===== config.mk =====
export PLATFORM = sky130hd
export DESIGN_NAME = strip_cluster_finder_flat
export DESIGN_NICKNAME = d
export VERILOG_FILES = /design/src/sv/scf_pkg.sv /design/src/sv/scf_intf.sv /design/src/sv/scf_cfg_regs.sv /design/src/sv/scf_part_track.sv /design/src/sv/strip_cluster_finder.sv /design/src/flat_wrapper.sv
export SDC_FILE = /design/constraint.sdc
export NUM_CORES = 1
export LEC_CHECK = 0
export ABC_AREA = 1
export CAP_MARGIN = 20
export CORE_UTILIZATION = 40
export CTS_CLUSTER_DIAMETER = 60
export CTS_CLUSTER_SIZE = 30
export DETAILED_ROUTE_END_ITERATION = 10
export DONT_BUFFER_PORTS = 1
export PLACE_DENSITY_LB_ADDON = 0.08
export SYNTH_ARGS = -nofsm -noshare
export SYNTH_HDL_FRONTEND = slang
export SYNTH_HIERARCHICAL = 1
export SYNTH_SLANG_ARGS = --single-unit

===== constraint.sdc =====
create_clock -name clk_i -period 6.65 [get_ports clk_i]
set_clock_uncertainty 0.2 [all_clocks]
set_input_delay 0.3325 -clock clk_i [delete_from_list [all_inputs] [get_ports clk_i]]
set_output_delay 0.3325 -clock clk_i [all_outputs]
set_load 0.03 [all_outputs]

===== src/sv/scf_pkg.sv =====
// Package for the strip cluster finder: register codes, reset values and the
// structs that travel between the configuration block, the partition tracker
// and the top level. Depends on nothing.
package scf_pkg;

  localparam int FIELD_W    = 7;   // width of strip numbers, sizes and lengths
  localparam int CFG_TIME_W = 16;  // width of the reference and window registers
  localparam int PC_W       = 3;   // width of the partition count register
  localparam int PC_MAX     = 7;   // largest partition count the register holds
  localparam int ADDR_W     = 4;   // APB byte address width
  localparam int DATA_W     = 32;  // APB data width

  localparam logic [FIELD_W-1:0] MAX_SIZE_RESET = 7'd96;
  localparam logic [PC_W-1:0]    PC_RESET       = 3'd3;
  localparam logic [FIELD_W-1:0] LEN_MAX        = 7'h7F;

  typedef enum logic [1:0] {
    REG_TRIG_REF   = 2'd0,
    REG_TIME_WIN   = 2'd1,
    REG_MAX_SIZE   = 2'd2,
    REG_PART_COUNT = 2'd3
  } cfg_reg_e;

  typedef struct packed {
    logic [CFG_TIME_W-1:0] trigger_reference;
    logic [CFG_TIME_W-1:0] time_window;
    logic [FIELD_W-1:0]    max_cluster_size;
    logic [PC_W-1:0]       partition_count;
    logic                  pc_write;
  } cfg_t;

  typedef struct packed {
    logic in_part;
    logic last_in_part;
  } part_info_t;

endpackage


===== src/sv/scf_intf.sv =====
// Handshake interfaces of the strip cluster finder: the strip request channel
// and the cluster result channel. Depends on scf_pkg.
interface scf_in_if #(
  parameter int TIME_BITS = 16
) ();
  logic                 valid;
  logic                 ready;
  logic                 strip_hit;
  logic [TIME_BITS-1:0] hit_time;
  logic                 event_end;

  modport source (output valid, strip_hit, hit_time, event_end, input ready);
  modport sink   (input valid, strip_hit, hit_time, event_end, output ready);
endinterface

interface scf_out_if ();
  logic                        valid;
  logic                        ready;
  logic [scf_pkg::FIELD_W-1:0] cluster_start;
  logic [scf_pkg::FIELD_W-1:0] cluster_size;

  modport source (output valid, cluster_start, cluster_size, input ready);
  modport sink   (input valid, cluster_start, cluster_size, output ready);
endinterface


===== src/sv/scf_cfg_regs.sv =====
// APB register block of the strip cluster finder. Holds the four settings and
// flags a write of the partition count. Depends on scf_pkg.
module scf_cfg_regs (
  input  logic                           clk_i,
  input  logic                           rst_ni,
  input  logic                           psel,
  input  logic                           penable,
  input  logic                           pwrite,
  input  logic [scf_pkg::ADDR_W-1:0]     paddr,
  input  logic [scf_pkg::DATA_W-1:0]     pwdata,
  output logic [scf_pkg::DATA_W-1:0]     prdata,
  output logic                           pready,
  output scf_pkg::cfg_t                  cfg_o
);
  import scf_pkg::*;

  logic [CFG_TIME_W-1:0] trig_q;
  logic [CFG_TIME_W-1:0] win_q;
  logic [FIELD_W-1:0]    max_size_q;
  logic [PC_W-1:0]       pc_q;
  logic                  wr_en;
  cfg_reg_e              reg_sel;

  assign pready  = 1'b1;
  assign wr_en   = psel && penable && pwrite;
  assign reg_sel = cfg_reg_e'(paddr[3:2]);

  always_ff @(posedge clk_i or negedge rst_ni) begin
    if (!rst_ni) begin
      trig_q     <= '0;
      win_q      <= '0;
      max_size_q <= MAX_SIZE_RESET;
      pc_q       <= PC_RESET;
    end else if (wr_en) begin
      case (reg_sel)
        REG_TRIG_REF:   trig_q     <= pwdata[CFG_TIME_W-1:0];
        REG_TIME_WIN:   win_q      <= pwdata[CFG_TIME_W-1:0];
        REG_MAX_SIZE:   max_size_q <= pwdata[FIELD_W-1:0];
        REG_PART_COUNT: pc_q       <= pwdata[PC_W-1:0];
        default: ;
      endcase
    end
  end

  always_comb begin
    case (reg_sel)
      REG_TRIG_REF:   prdata = DATA_W'(trig_q);
      REG_TIME_WIN:   prdata = DATA_W'(win_q);
      REG_MAX_SIZE:   prdata = DATA_W'(max_size_q);
      REG_PART_COUNT: prdata = DATA_W'(pc_q);
      default:        prdata = '0;
    endcase
  end

  assign cfg_o.trigger_reference = trig_q;
  assign cfg_o.time_window       = win_q;
  assign cfg_o.max_cluster_size  = max_size_q;
  assign cfg_o.partition_count   = pc_q;
  // The cluster logic drops an open cluster at the same edge as this write.
  assign cfg_o.pc_write          = wr_en && (reg_sel == REG_PART_COUNT);

endmodule


===== src/sv/scf_part_track.sv =====
// Partition tracker: one position and partition counter pair for each possible
// partition count, so no division is needed. Depends on scf_pkg.
module scf_part_track #(
  parameter int NUM_STRIPS = 96
) (
  input  logic                     clk_i,
  input  logic                     rst_ni,
  input  logic                     advance_i,
  input  logic                     wrap_i,
  input  logic [scf_pkg::PC_W-1:0] pc_i,
  output scf_pkg::part_info_t      info_o
);
  import scf_pkg::*;

  localparam int IDX_W = $clog2(NUM_STRIPS);

  logic [PC_MAX:1]   in_part;
  logic [PC_MAX:1]   last_pos;
  logic [PC_W-1:0]   pc_eff;

  for (genvar k = 1; k <= PC_MAX; k++) begin : g_count
    localparam int PSIZE = (NUM_STRIPS / k > 0) ? NUM_STRIPS / k : 1;

    logic [IDX_W-1:0] pos_q;
    logic [PC_W-1:0]  part_q;

    assign last_pos[k] = (pos_q == IDX_W'(PSIZE - 1));
    assign in_part[k]  = (part_q < PC_W'(k));

    always_ff @(posedge clk_i or negedge rst_ni) begin
      if (!rst_ni) begin
        pos_q  <= '0;
        part_q <= '0;
      end else if (advance_i) begin
        if (wrap_i) begin
          pos_q  <= '0;
          part_q <= '0;
        end else if (last_pos[k]) begin
          pos_q <= '0;
          if (part_q != PC_W'(PC_MAX)) begin
            part_q <= part_q + 1'b1;
          end
        end else begin
          pos_q <= pos_q + 1'b1;
        end
      end
    end
  end

  // A partition count of zero behaves as one.
  assign pc_eff = (pc_i == '0) ? PC_W'(1) : pc_i;

  assign info_o.in_part      = in_part[pc_eff];
  assign info_o.last_in_part = last_pos[pc_eff];

endmodule


===== src/sv/strip_cluster_finder.sv =====
// Top level of the strip cluster finder: strip request channel in, cluster
// result channel out, APB settings. Depends on scf_pkg, scf_intf,
// scf_cfg_regs and scf_part_track.
//
// Usage: strips of an event are sent on in_if, one request per strip, in order
// from strip 1 up to NUM_STRIPS or up to the strip flagged with event_end.
// Each request carries the hit flag and the first hit time of the strip.
// Inside a run of consecutive hit strips within one partition, the first strip
// whose time lies within trigger_reference plus or minus time_window opens a
// cluster, which then extends to the end of the run. When the run ends, the
// cluster start and size appear on out_if, unless the size exceeds
// max_cluster_size.
// Latency: the result caused by a strip is shown on out_if in the cycle after
// that strip is accepted. Throughput: one strip per cycle while in_if is ready;
// the cluster logic and the partition counters update on each accepted strip.
// Stall: the result register frees when out_if is taken, and in_if stays ready
// in the cycle where a waiting result is taken; while a result waits and the
// receiver is not ready, in_if is held off.
// Reset: the strip counter restarts at strip 1, no cluster is open, the result
// register is empty and the settings take their reset values. Writing the
// partition count drops any open cluster without a result.
module strip_cluster_finder #(
  parameter int NUM_STRIPS = 96,
  parameter int TIME_BITS  = 16
) (
  input  logic                       clk_i,
  input  logic                       rst_ni,
  scf_in_if.sink                     in_if,
  scf_out_if.source                  out_if,
  input  logic                       psel,
  input  logic                       penable,
  input  logic                       pwrite,
  input  logic [scf_pkg::ADDR_W-1:0] paddr,
  input  logic [scf_pkg::DATA_W-1:0] pwdata,
  output logic [scf_pkg::DATA_W-1:0] prdata,
  output logic                       pready
);
  import scf_pkg::*;

  localparam int IDX_W = $clog2(NUM_STRIPS);
  localparam int TW    = (TIME_BITS > CFG_TIME_W) ? TIME_BITS : CFG_TIME_W;
  localparam int CW    = TW + 2;

  cfg_t        cfg;
  part_info_t  pinfo;

  logic [IDX_W-1:0]   idx_q, idx_d;
  logic               open_q, open_d;
  logic [FIELD_W-1:0] start_q, start_d;
  logic [FIELD_W-1:0] len_q, len_d;
  logic               res_valid_q, res_valid_d;
  logic [FIELD_W-1:0] res_start_q, res_start_d;
  logic [FIELD_W-1:0] res_size_q, res_size_d;

  logic               fire;
  logic               last_strip;
  logic               wrap;
  logic               in_window;
  logic               emit;
  logic               ext_open;
  logic [FIELD_W-1:0] ext_start;
  logic [FIELD_W-1:0] ext_len;
  logic signed [CW-1:0] t_s, lo_s, hi_s;

  scf_cfg_regs u_cfg (
    .clk_i   (clk_i),
    .rst_ni  (rst_ni),
    .psel    (psel),
    .penable (penable),
    .pwrite  (pwrite),
    .paddr   (paddr),
    .pwdata  (pwdata),
    .prdata  (prdata),
    .pready  (pready),
    .cfg_o   (cfg)
  );

  scf_part_track #(
    .NUM_STRIPS (NUM_STRIPS)
  ) u_track (
    .clk_i     (clk_i),
    .rst_ni    (rst_ni),
    .advance_i (fire),
    .wrap_i    (wrap),
    .pc_i      (cfg.partition_count),
    .info_o    (pinfo)
  );

  // The receiving side may take a waiting result in the same cycle.
  assign in_if.ready = !res_valid_q || out_if.ready;
  assign fire        = in_if.valid && in_if.ready;

  assign last_strip = (idx_q == IDX_W'(NUM_STRIPS - 1));
  assign wrap       = in_if.event_end || last_strip;

  // Signed window test; the lower bound may drop below zero.
  assign t_s  = $signed(CW'(in_if.hit_time));
  assign lo_s = $signed(CW'(cfg.trigger_reference)) - $signed(CW'(cfg.time_window));
  assign hi_s = $signed(CW'(cfg.trigger_reference)) + $signed(CW'(cfg.time_window));
  assign in_window = (t_s >= lo_s) && (t_s <= hi_s);

  // Cluster state after the current hit strip has been added.
  always_comb begin
    ext_open  = open_q;
    ext_start = start_q;
    ext_len   = len_q;
    if (open_q) begin
      if (len_q != LEN_MAX) begin
        ext_len = len_q + 1'b1;
      end
    end else if (in_window) begin
      ext_open  = 1'b1;
      ext_start = FIELD_W'(idx_q) + FIELD_W'(1);
      ext_len   = FIELD_W'(1);
    end
  end

  always_comb begin
    idx_d       = idx_q;
    open_d      = open_q;
    start_d     = start_q;
    len_d       = len_q;
    emit        = 1'b0;
    res_start_d = res_start_q;
    res_size_d  = res_size_q;

    if (fire) begin
      idx_d = wrap ? '0 : idx_q + 1'b1;
      if (!in_if.strip_hit || !pinfo.in_part) begin
        // The run ended before this strip.
        emit        = open_q && (len_q <= cfg.max_cluster_size);
        res_start_d = start_q;
        res_size_d  = len_q;
        open_d      = 1'b0;
        start_d     = '0;
        len_d       = '0;
      end else if (pinfo.last_in_part || wrap) begin
        // The run ends with this strip, which is counted.
        emit        = ext_open && (ext_len <= cfg.max_cluster_size);
        res_start_d = ext_start;
        res_size_d  = ext_len;
        open_d      = 1'b0;
        start_d     = '0;
        len_d       = '0;
      end else begin
        open_d  = ext_open;
        start_d = ext_start;
        len_d   = ext_len;
      end
    end

    if (cfg.pc_write) begin
      open_d  = 1'b0;
      start_d = '0;
      len_d   = '0;
    end

    if (fire) begin
      res_valid_d = emit;
    end else begin
      res_valid_d = res_valid_q && !out_if.ready;
    end
  end

  always_ff @(posedge clk_i or negedge rst_ni) begin
    if (!rst_ni) begin
      idx_q       <= '0;
      open_q      <= 1'b0;
      start_q     <= '0;
      len_q       <= '0;
      res_valid_q <= 1'b0;
    end else begin
      idx_q       <= idx_d;
      open_q      <= open_d;
      start_q     <= start_d;
      len_q       <= len_d;
      res_valid_q <= res_valid_d;
    end
  end

  always_ff @(posedge clk_i) begin
    if (fire && emit) begin
      res_start_q <= res_start_d;
      res_size_q  <= res_size_d;
    end
  end

  assign out_if.valid         = res_valid_q;
  assign out_if.cluster_start = res_start_q;
  assign out_if.cluster_size  = res_size_q;

`ifndef SYNTH
  a_open_has_length : assert property (@(posedge clk_i) disable iff (!rst_ni)
    open_q |-> (len_q != '0))
    else $error("open cluster with zero length");

  a_idx_in_range : assert property (@(posedge clk_i) disable iff (!rst_ni)
    idx_q <= IDX_W'(NUM_STRIPS - 1))
    else $error("strip counter beyond last strip");

  a_no_spurious_result : assert property (@(posedge clk_i) disable iff (!rst_ni)
    (fire && !in_if.strip_hit && !open_q) |=> !res_valid_q)
    else $error("result without an open cluster");

  a_result_nonzero_size : assert property (@(posedge clk_i) disable iff (!rst_ni)
    (fire && emit) |=> (res_size_q != '0))
    else $error("result with zero size");
`endif

endmodule

===== src/flat_wrapper.sv =====
// flat-port wrapper written by rule: the top's interface ports become plain ports
module strip_cluster_finder_flat import scf_pkg::*;
#(
  parameter int NUM_STRIPS = 96,
  parameter int TIME_BITS  = 16
)
  (clk_i, rst_ni, psel, penable, pwrite, paddr, pwdata, prdata, pready, in_if_valid, in_if_strip_hit, in_if_hit_time, in_if_event_end, in_if_ready, out_if_valid, out_if_cluster_start, out_if_cluster_size, out_if_ready);
  scf_in_if #(.TIME_BITS(TIME_BITS)) in_if_i ();
  scf_out_if out_if_i ();
  input  logic clk_i;
  input  logic rst_ni;
  input  logic psel;
  input  logic penable;
  input  logic pwrite;
  input  logic [scf_pkg::ADDR_W-1:0] paddr;
  input  logic [scf_pkg::DATA_W-1:0] pwdata;
  output logic [scf_pkg::DATA_W-1:0] prdata;
  output logic pready;
  input wire logic [$bits(in_if_i.valid)-1:0] in_if_valid;
  input wire logic [$bits(in_if_i.strip_hit)-1:0] in_if_strip_hit;
  input wire logic [$bits(in_if_i.hit_time)-1:0] in_if_hit_time;
  input wire logic [$bits(in_if_i.event_end)-1:0] in_if_event_end;
  output wire logic [$bits(in_if_i.ready)-1:0] in_if_ready;
  output wire logic [$bits(out_if_i.valid)-1:0] out_if_valid;
  output wire logic [$bits(out_if_i.cluster_start)-1:0] out_if_cluster_start;
  output wire logic [$bits(out_if_i.cluster_size)-1:0] out_if_cluster_size;
  input wire logic [$bits(out_if_i.ready)-1:0] out_if_ready;
  assign in_if_i.valid = in_if_valid;
  assign in_if_i.strip_hit = in_if_strip_hit;
  assign in_if_i.hit_time = in_if_hit_time;
  assign in_if_i.event_end = in_if_event_end;
  assign in_if_ready = in_if_i.ready;
  assign out_if_valid = out_if_i.valid;
  assign out_if_cluster_start = out_if_i.cluster_start;
  assign out_if_cluster_size = out_if_i.cluster_size;
  assign out_if_i.ready = out_if_ready;
  strip_cluster_finder #(.NUM_STRIPS(NUM_STRIPS), .TIME_BITS(TIME_BITS)) u_core (.clk_i(clk_i), .rst_ni(rst_ni), .in_if(in_if_i), .out_if(out_if_i), .psel(psel), .penable(penable), .pwrite(pwrite), .paddr(paddr), .pwdata(pwdata), .prdata(prdata), .pready(pready));
endmodule

==> results of run 1 <==
[routing by layer]
layer	up-vias	part of all wire [%]
met3	14	2.9
li1	4495	-
met2	125	47
met4	0	0.71
met5	-	0
met1	4125	49
[tightest hold or removal path, stage by stage]
cell and delay [ns]:
nand2_1 0.06, nor2_1 0.09, nand2_1 0.07, nand2_1 0.05
[flip-flops by register name (all words and copies together), names as in the netlist, 7 cells and up]
name / count
u_core/idx_q: 7
u_core/len_q: 7
u_core/u_cfg/trig_q: 16
u_core/u_cfg/max_size_q: 7
u_core/start_q: 7
u_core/u_track/g_count.pos_q: 49
u_core/out_if.cluster_start: 7
u_core/u_track/g_count.part_q: 21
u_core/u_cfg/win_q: 16
u_core/out_if.cluster_size: 7
[final cells by class]
type	instances	area share, %
Clock buffer	17	3.69
Clock inverter	15	1.06
Inverter	149	4.89
Multi-Input combinational cell	1051	51.0
Sequential cell	149	33.0
Tap cell	335	3.63
Timing Repair Buffer	31	2.78
[worst max-delay path by stage]
stage / slack [ns] / to / depth (start not counted) / start
after global placement: 1.23 / u_core/out_if.cluster_start[0] / 34 / u_core/u_cfg/win_q[0]
final: 1.15 / u_core/out_if.cluster_start[1] / 30 / u_core/u_cfg/win_q[2]
after floorplan: 1.42 / u_core/out_if.cluster_size[0] / 33 / u_core/u_cfg/win_q[0]
after global routing: 0.69 / u_core/out_if.cluster_start[1] / 30 / u_core/u_cfg/win_q[2]
after CTS: 1.16 / u_core/out_if.cluster_start[2] / 30 / u_core/u_cfg/win_q[2]
after detailed placement: 1.18 / u_core/out_if.cluster_size[1] / 30 / u_core/u_cfg/win_q[2]
[stage by stage]
| stage | std cells | setup WS (ns) | instance area, um2 | utilization [%] |
|---|---|---|---|---|
| 3_3_place_gp | 1687 | 1.23 | 10700 | 41.1 |
| 3_5_place_dp | 1687 | 1.18 | 10700 | 41.1 |
| 4_1_cts | 1744 | 1.16 | 11500 | 44.3 |
| 2_1_floorplan | 1401 | 1.42 | 10600 | - |
| 6_report | 1747 | 1.15 | 11500 | 44.4 |
| 5_1_grt | 1747 | 0.688 | 11500 | 44.4 |
[cells by family after synthesis]
family	synth area share, %
and+or+nand+nor	29.7
buffers and inverters	8.88
AOI/OAI and AO/OA	8.98
DFF	36.0
adders and majority gates	12.6
xor gates and xnor gates	3.81
other	0.0711
[repair_timing]
| action | CTS | global route |
|---|---|---|
| hold buffers | 25 | 0 |
| gates resized for setup | 0 | 0 |
| hold endpoints to repair | 177 | 0 |
[placed cells by master (no fill, tap or decap), types with 14 or more instances in the layout]
cell / instances
o21ai_0: 42
inv_1: 138
nand3_1: 92
nor3_1: 20
nor2_1: 100
a21oi_1: 65
conb_1: 17
ha_1: 103
xor2_1: 38
dlygate4sd3_1: 24
edfxtp_1: 14
dfrtp_1: 131
nand4_1: 20
nand2_1: 438
clkbuf_16: 17
[power by group through the flow]
stage	registers (mW)	logic, mW	clock network (mW)
after global routing	1.32	1.84	0.982
after detailed placement	1.31	1.57	0
after floorplan	1.26	1.25	0
after global placement	1.30	1.55	0
after CTS	1.29	1.61	0.947
final	1.29	1.60	0.914
==> out/metrics.csv, run 1 <==
stage,metric,value,unit
power_and_ir_drop,power_frac_seq,33.9,%
synth,synth_area_leader_cell,dfrtp_1,
cells_and_area,nets,1565,
setup_path,arrival,5.42,ns
sta,setup_viol,0,
sta,fin_crit,5.50,ns
global_route,grt_use_met1,26.7,%
drt,drtIter0Drc,498,
die,dieArea,27100,um2
synth,ys_top_cells_by_count,"nand2_1, inv_1, dfrtp_1, ha_1, nor2_1",
drt,drtPass1Iterations,5,
synth,netlist_instances,1386,
synth,synth_area,10600,um2
cells_and_area,multi_input_area,5880,um2
setup_path,worst-path-buf-inv,2,
global_route,use_met3,3.26,%
setup_path,reg2reg_to,u_core/out_if.cluster_start[1],
cells_and_area,seqCellArea,3800,um2
power_and_ir_drop,p_int,2.14,mW
placed_design,portBuffers,0,
cts,path_clk_slew,0.07,ns
power_and_ir_drop,clock_power_share,24.0,%
synth,ys_warn_count,6,
cells_and_area,syn2layout_area_growth,9.18,%
cts,cts_setup_buffers,0,
outcome,outcome,"finished, final reports clean",
sta,fmax,182,MHz
cts,htreeDepth,4,
drt,wire_per_inst,14.8,um
worst_hold_path,holdPathStages,4,
cts,cts_root_buffer,clkbuf_16,
synth,post-synth-top-count-cell,nand2_1,
power_and_ir_drop,design_power_total,3.81,mW
die,fp.coreArea,26000,um2
drt,vias_per_cell,5.01,
synth,synth.top_cells.by_area,"dfrtp_1, nand2_1, ha_1",
setup_path,worst-r2r-setup-slack,1.15,ns
setup_path,cp.required,6.56,ns
drt,ant_nets,0,
setup_path,crit_top_cell,nand2_1,
power_and_ir_drop,pwr-share-comb,42.0,%
setup_path,critPathKind,reg2reg,
cts,cts_tree,yes,
drt,drt_wl_total,25.9,mm
setup_path,reg2reg_depth,30,
sta,max_slew_margin,40.0,%
power_and_ir_drop,power.density,330,nW/um2
cts,clock_path_buffers,2,
global_route,grt_max_degree,136,
global_route,grt_usage,20.1,%
synth,synthFlopType,dfrtp_1,
global_route,grt.busiest_layer,met2,
setup_path,crit_fanout,14,
synth,ys_seq_area_share,36.0,%
job,maxCapViolations,0,
drt,vias,8759,
power_and_ir_drop,p_leak,5.81,nW
die,io_pins,110,
sta,rsz0062_at_grt,false,
cells_and_area,final.fill_count,2655,
die,row_count,59,
sta,hold_viol,0,
cts,cts.sinks,149,
sta,slew_viol_final,0,
synth,ys_types,55,
power_and_ir_drop,p_switching,1.67,mW
setup_path,r2r_start,u_core/u_cfg/win_q[2],
synth,synth_edf_count,14,
die,start_util,40.7,%
cts,clk_latency,0.42,ns
cts,cts_made_buffers,17,
synth,ys_seq_elements,149,
sta,holdWs,0.0324,ns
global_route,grtUsageMet2,34.2,%
sta,fin_crit_sh,82.7,%
setup_path,cp-start-kind,register,
global_route,antenna_found_initial,0,
die,die_w,165,um
worst_hold_path,min_to,u_core/u_cfg/pc_q[2],
setup_path,cp-end-kind,register,
setup_path,crit_family,simple AND/OR/NAND/NOR gates,
sta,tns,0,ns
global_route,grt_pass1_wl,42.8,mm
synth,syn_avg_cell_area,7.62,um2
sta,worst_pin_slew,0.900,ns
global_route,grt_overflow_total,0,
placed_design,gp_congestion,0.870,
worst_hold_path,min_path_type,in2reg,
cells_and_area,antenna_cells,0,
synth,synthArstFlopShare,90.6,%
setup_path,slowest_delay,0.41,ns
power_and_ir_drop,sw_frac_of_total,43.8,%
setup_path,critPathSlowestCell,ha_1,
synth,synth_top_area_share,31.0,%
power_and_ir_drop,vdd.ir_drop.worst,0.000158,V
cells_and_area,drive_gt1_share,7.15,%
placed_design,dp_hpwl,18.9,mm
worst_hold_path,hold_start,paddr[2],
drt,route.detailed.drc,0,
die,die_y,165,um
global_route,grt_pass1_vias,8555,
Note: power is estimated with default switching activity, not from simulation.
==> inputs of run 2 (changes only) <==
--- a/config.mk
+++ b/config.mk
@@ -5,7 +5,7 @@
 export SDC_FILE = /design/constraint.sdc
 export NUM_CORES = 1
 export LEC_CHECK = 0
-export ABC_AREA = 1
+export ABC_AREA = 0
 export CAP_MARGIN = 20
 export CORE_UTILIZATION = 40
 export CTS_CLUSTER_DIAMETER = 60
==> constraint.sdc (replaced) <==
create_clock -name clk_i -period 5.2 [get_ports clk_i]
set_clock_uncertainty 0.2 [all_clocks]
set_input_delay 0.26 -clock clk_i [delete_from_list [all_inputs] [get_ports clk_i]]
set_output_delay 0.26 -clock clk_i [all_outputs]
set_load 0.03 [all_outputs]
==> run 2 against run 1 <==
The flow now finishes with violations (negative setup slack). Critical endpoint is now u_core/out_if.cluster_start[4]. Synthesized cell count is 22% lower. Routed wire length is 1.6% lower. Highest routed layer unchanged. Die area is 1.4% lower. Count of clock-buffer cells in the layout is 2 higher. Non-clock buffer count is 89 higher. Critical path type unchanged. Register-to-register slack worse by 1.7 ns.
==> out/metrics.csv, run 2 <==
stage,metric,value,unit,change
sta,fin_ws,-0.536,ns,-1.68 ns
sta,fin_crit_sh,110,%,+28 points
setup_path,cp-start-kind,register,,
placed_design,gp_congestion,0.848,,-2.5%
synth,synth.top_cells.by_area,"dfrtp_1, ha_1, mux2_2",,
synth,synth_area_leader_cell,dfrtp_1,,
setup_path,worst-r2r-setup-slack,-0.54,ns,-1.68 ns
cts,cts.sinks,149,,unchanged
job,maxCapViolations,0,,unchanged
global_route,grt_overflow_total,0,,unchanged
sta,hold_viol,0,,unchanged
synth,netlist_instances,1075,,-22%
sta,worst_pin_slew,1.20,ns,+0.305 ns
global_route,grt_pass1_vias,7932,,-7.3%
sta,setup_viol,15,,+15
global_route,grt_use_met1,28.6,%,+1.9 points
global_route,grt_pass1_wl,41.6,mm,-3.0%
synth,ys_types,88,,+60%
drt,wire_per_inst,16.8,um,+13%
power_and_ir_drop,power.density,485,nW/um2,+47%
cells_and_area,final.fill_count,2410,,-9.2%
setup_path,critPathKind,reg2reg,,
drt,drtIter0Drc,438,,-12%
cts,clock_path_buffers,2,,unchanged
setup_path,cp-end-kind,register,,
cells_and_area,largest_register,u_core/u_track/g_count.pos_q,,
global_route,grtUsageMet2,30.5,%,-3.7 points
cells_and_area,syn2layout_area_growth,18.6,%,
cells_and_area,layout_common_cells,"dfrtp_1, ha_1, buf_4",,
synth,ys_top_cells_by_count,"dfrtp_1, ha_1, nor2_1, nand2_1, inv_1",,
drt,drt_wl_total,25.5,mm,-1.6%
synth,synthArstFlopShare,90.6,%,unchanged
global_route,grt.busiest_layer,met2,,
die,start_util,41.0,%,+0.37 points
synth,ys_seq_elements,149,,unchanged
synth,ys_warn_count,6,,unchanged
synth,ys_seq_area_share,36.5,%,+0.50 points
sta,rsz0062_at_grt,true,,
power_and_ir_drop,sw_frac_of_total,40.4,%,-3.4 points
cells_and_area,nets,1342,,-14%
placed_design,dp_hpwl,18.6,mm,-1.8%
sta,tns,-7.77,ns,-7.77 ns
placed_design,portBuffers,0,,unchanged
sta,slew_viol_final,0,,unchanged
outcome,violations,negative setup slack,,
synth,synth_edf_count,14,,unchanged
drt,route.detailed.drc,0,,unchanged
global_route,grt_usage,19.8,%,-0.30 points
cells_and_area,postLayoutCoreUtil,48.7,%,+4.3 points
cts,cts_made_buffers,17,,unchanged
drt,vias_per_cell,5.36,,+6.9%
cts,path_clk_slew,0.07,ns,about the same
cells_and_area,antenna_cells,0,,unchanged
die,row_count,58,,-1.7%
drt,ant_nets,0,,unchanged
die,fp.coreArea,25400,um2,-2.3%
cts,cts_root_buffer,clkbuf_16,,
sta,max_slew_margin,18.9,%,-21 points
synth,synth_area,10400,um2,-1.4%
synth,synthFlopType,dfrtp_1,,
setup_path,cp.required,5.14,ns,-1.42 ns
synth,syn_avg_cell_area,9.69,um2,+27%
sta,fin_crit,5.74,ns,+0.234 ns
global_route,antenna_found_initial,0,,unchanged
sta,fmax,174,MHz,-4.1%
setup_path,crit_fanout,14,,unchanged
power_and_ir_drop,p_leak,5.52,nW,-4.9%
die,die_w,163,um,-0.68%
global_route,use_met3,3.07,%,-0.19 points
cells_and_area,layout_commonest_cell,dfrtp_1,,
cts,cts_tree,yes,,
drt,drtPass1Iterations,7,,+2
outcome,outcome,finished with violations,,
power_and_ir_drop,p_int,3.57,mW,+67%
power_and_ir_drop,clock_power_share,21.8,%,-2.2 points
global_route,grt_max_degree,136,,unchanged
cells_and_area,drive_gt1_share,19.7,%,+13 points
die,io_pins,110,,unchanged
die,die_y,163,um,-0.68%
power_and_ir_drop,vdd.ir_drop.worst,0.000264,V,+67%
setup_path,arrival,5.67,ns,+0.25 ns
power_and_ir_drop,pwr-share-comb,49.3,%,+7.3 points
cts,clk_latency,0.43,ns,about the same
synth,synth_top_area_share,31.5,%,+0.43 points
power_and_ir_drop,p_switching,2.42,mW,+45%
cts,htreeDepth,4,,unchanged
drt,vias,8143,,-7.0%
power_and_ir_drop,power_frac_seq,29.0,%,-4.9 points
worst_hold_path,min_path_type,in2reg,,
die,dieArea,26700,um2,-1.4%
power_and_ir_drop,design_power_total,5.99,mW,+57%
synth,post-synth-top-count-cell,dfrtp_1,,
cells_and_area,largest_registers,"u_core/u_track/g_count.pos_q (49), u_core/u_track/g_count.part_q (21)",,
cells_and_area,largest_register_ffs,49,,unchanged
-- run 2: changes by cell type after synthesis, sizes merged, moves of 14 or more --
cell | before | now
nand2 | 455 | 73
inv | 149 | 72
nand3 | 100 | 42
mux2 | 0 | 42
mux2i | 0 | 34
nor2 | 109 | 79
o2bb2ai | 0 | 25
xnor2 | 8 | 33
xor2 | 38 | 17
clkbuf | 4 | 22
buf | 48 | 31
nand2b | 0 | 16
a21oi | 68 | 54
-- run 2: critical path: stages (launching register included) --
cell	delay (ns)
dfrtp_1	0.38
ha_2	0.19
inv_2	0.04
fa_2	0.35
o21ba_4	0.23
or4_4	0.43
o21ai_4	0.11
o211ai_4	0.10
a21o_1	0.19
xnor2_1	0.12
ha_1	0.32
a21o_1	0.19
a211o_1	0.29
a221oi_2	0.16
o21ai_1	0.13
o211ai_4	0.14
a21oi_4	0.10
a22o_1	0.26
ha_1	0.29
nor2b_4	0.13
o21a_1	0.15
o21ai_1	0.12
a21oi_1	0.07
o21a_1	0.17
o21ai_2	0.15
o311ai_4	0.14
nor2_4	0.14
buf_12	0.16
-- run 2: what timing repair did --
action	CTS	global route
hold endpoints to repair	181	0
setup buffers	2	4
gates resized for setup	6	22
endpoints found under the setup margin	15	15
pin swaps	4	7
hold buffers	21	0
-- run 2: stage by stage --
stage | worst slack [ns] | area, um2 | hold WS, ns | cells
after floorplan | -0.301 | 10500 | -0.236 | 1090
after global placement | -0.491 | 11300 | -0.228 | 1459
after detailed placement | -0.673 | 11300 | -0.228 | 1459
after CTS | -0.552 | 12200 | 0.00877 | 1514
after global routing | -0.825 | 12400 | 0.0171 | 1519
final | -0.536 | 12400 | 0.0392 | 1519
-- run 2: routing by layer --
metal  share of wire (%)  up-vias
li1                    -     4096
met2                  46      114
met3                 3.1       14
met1                  50     3919
met5                   0        -
met4                 1.1        0
-- run 2: cell families (layout without fill, tap and decap cells) --
| kind of cell | count (synthesis) | in the layout | share of synthesized area (%) |
|---|---|---|---|
| DFF | 149 | 149 | 36.5 |
| AOI/OAI and AO/OA | 255 | 255 | 16.9 |
| muxes | 80 | 80 | 8.67 |
| and+or+nand+nor | 308 | 308 | 15.3 |
| xor gates and xnor gates | 50 | 50 | 4.20 |
| other | 2 | 17 | 0.0721 |
| buffers and inverters | 126 | 225 | 5.58 |
| adders and majority gates | 105 | 105 | 12.8 |
-- run 2: area by class of cell --
| type | instances | area (um2) | share of cell area, % |
|---|---|---|---|
| Clock buffer | 19 | 453 | 3.67 |
| Clock inverter | 13 | 160 | 1.30 |
| Inverter | 73 | 274 | 2.22 |
| Multi-Input combinational cell | 815 | 6270 | 50.7 |
| Sequential cell | 149 | 3800 | 30.8 |
| Tap cell | 330 | 413 | 3.34 |
| Timing Repair Buffer | 120 | 987 | 7.99 |
-- run 2: worst paths after layout --
kind,from,end,depth (start not counted)
setup / recovery,u_core/u_cfg/win_q[0],u_core/out_if.cluster_start[4],27
hold / removal,paddr[3],u_core/u_cfg/trig_q[6],2
setup reg to reg,u_core/u_cfg/win_q[0],u_core/out_if.cluster_start[4],27
hold reg to reg,u_core/u_track/g_count[6].pos_q[0],u_core/u_track/g_count[6].pos_q[0],1
max in group asynchronous,rst_ni,u_core/len_q[6],2
min in group asynchronous,rst_ni,u_core/u_track/g_count[2].pos_q[5],2
-- run 2: power by group through the flow --
| stage | sequential (mW) | clock [mW] | combinational, mW |
|---|---|---|---|
| 3_3_place_gp | 1.75 | 0 | 2.73 |
| 4_1_cts | 1.74 | 1.35 | 2.82 |
| 5_1_grt | 1.77 | 1.39 | 3.26 |
| 2_1_floorplan | 1.69 | 0 | 1.85 |
| 6_report | 1.73 | 1.30 | 2.95 |
| 3_5_place_dp | 1.75 | 0 | 2.74 |
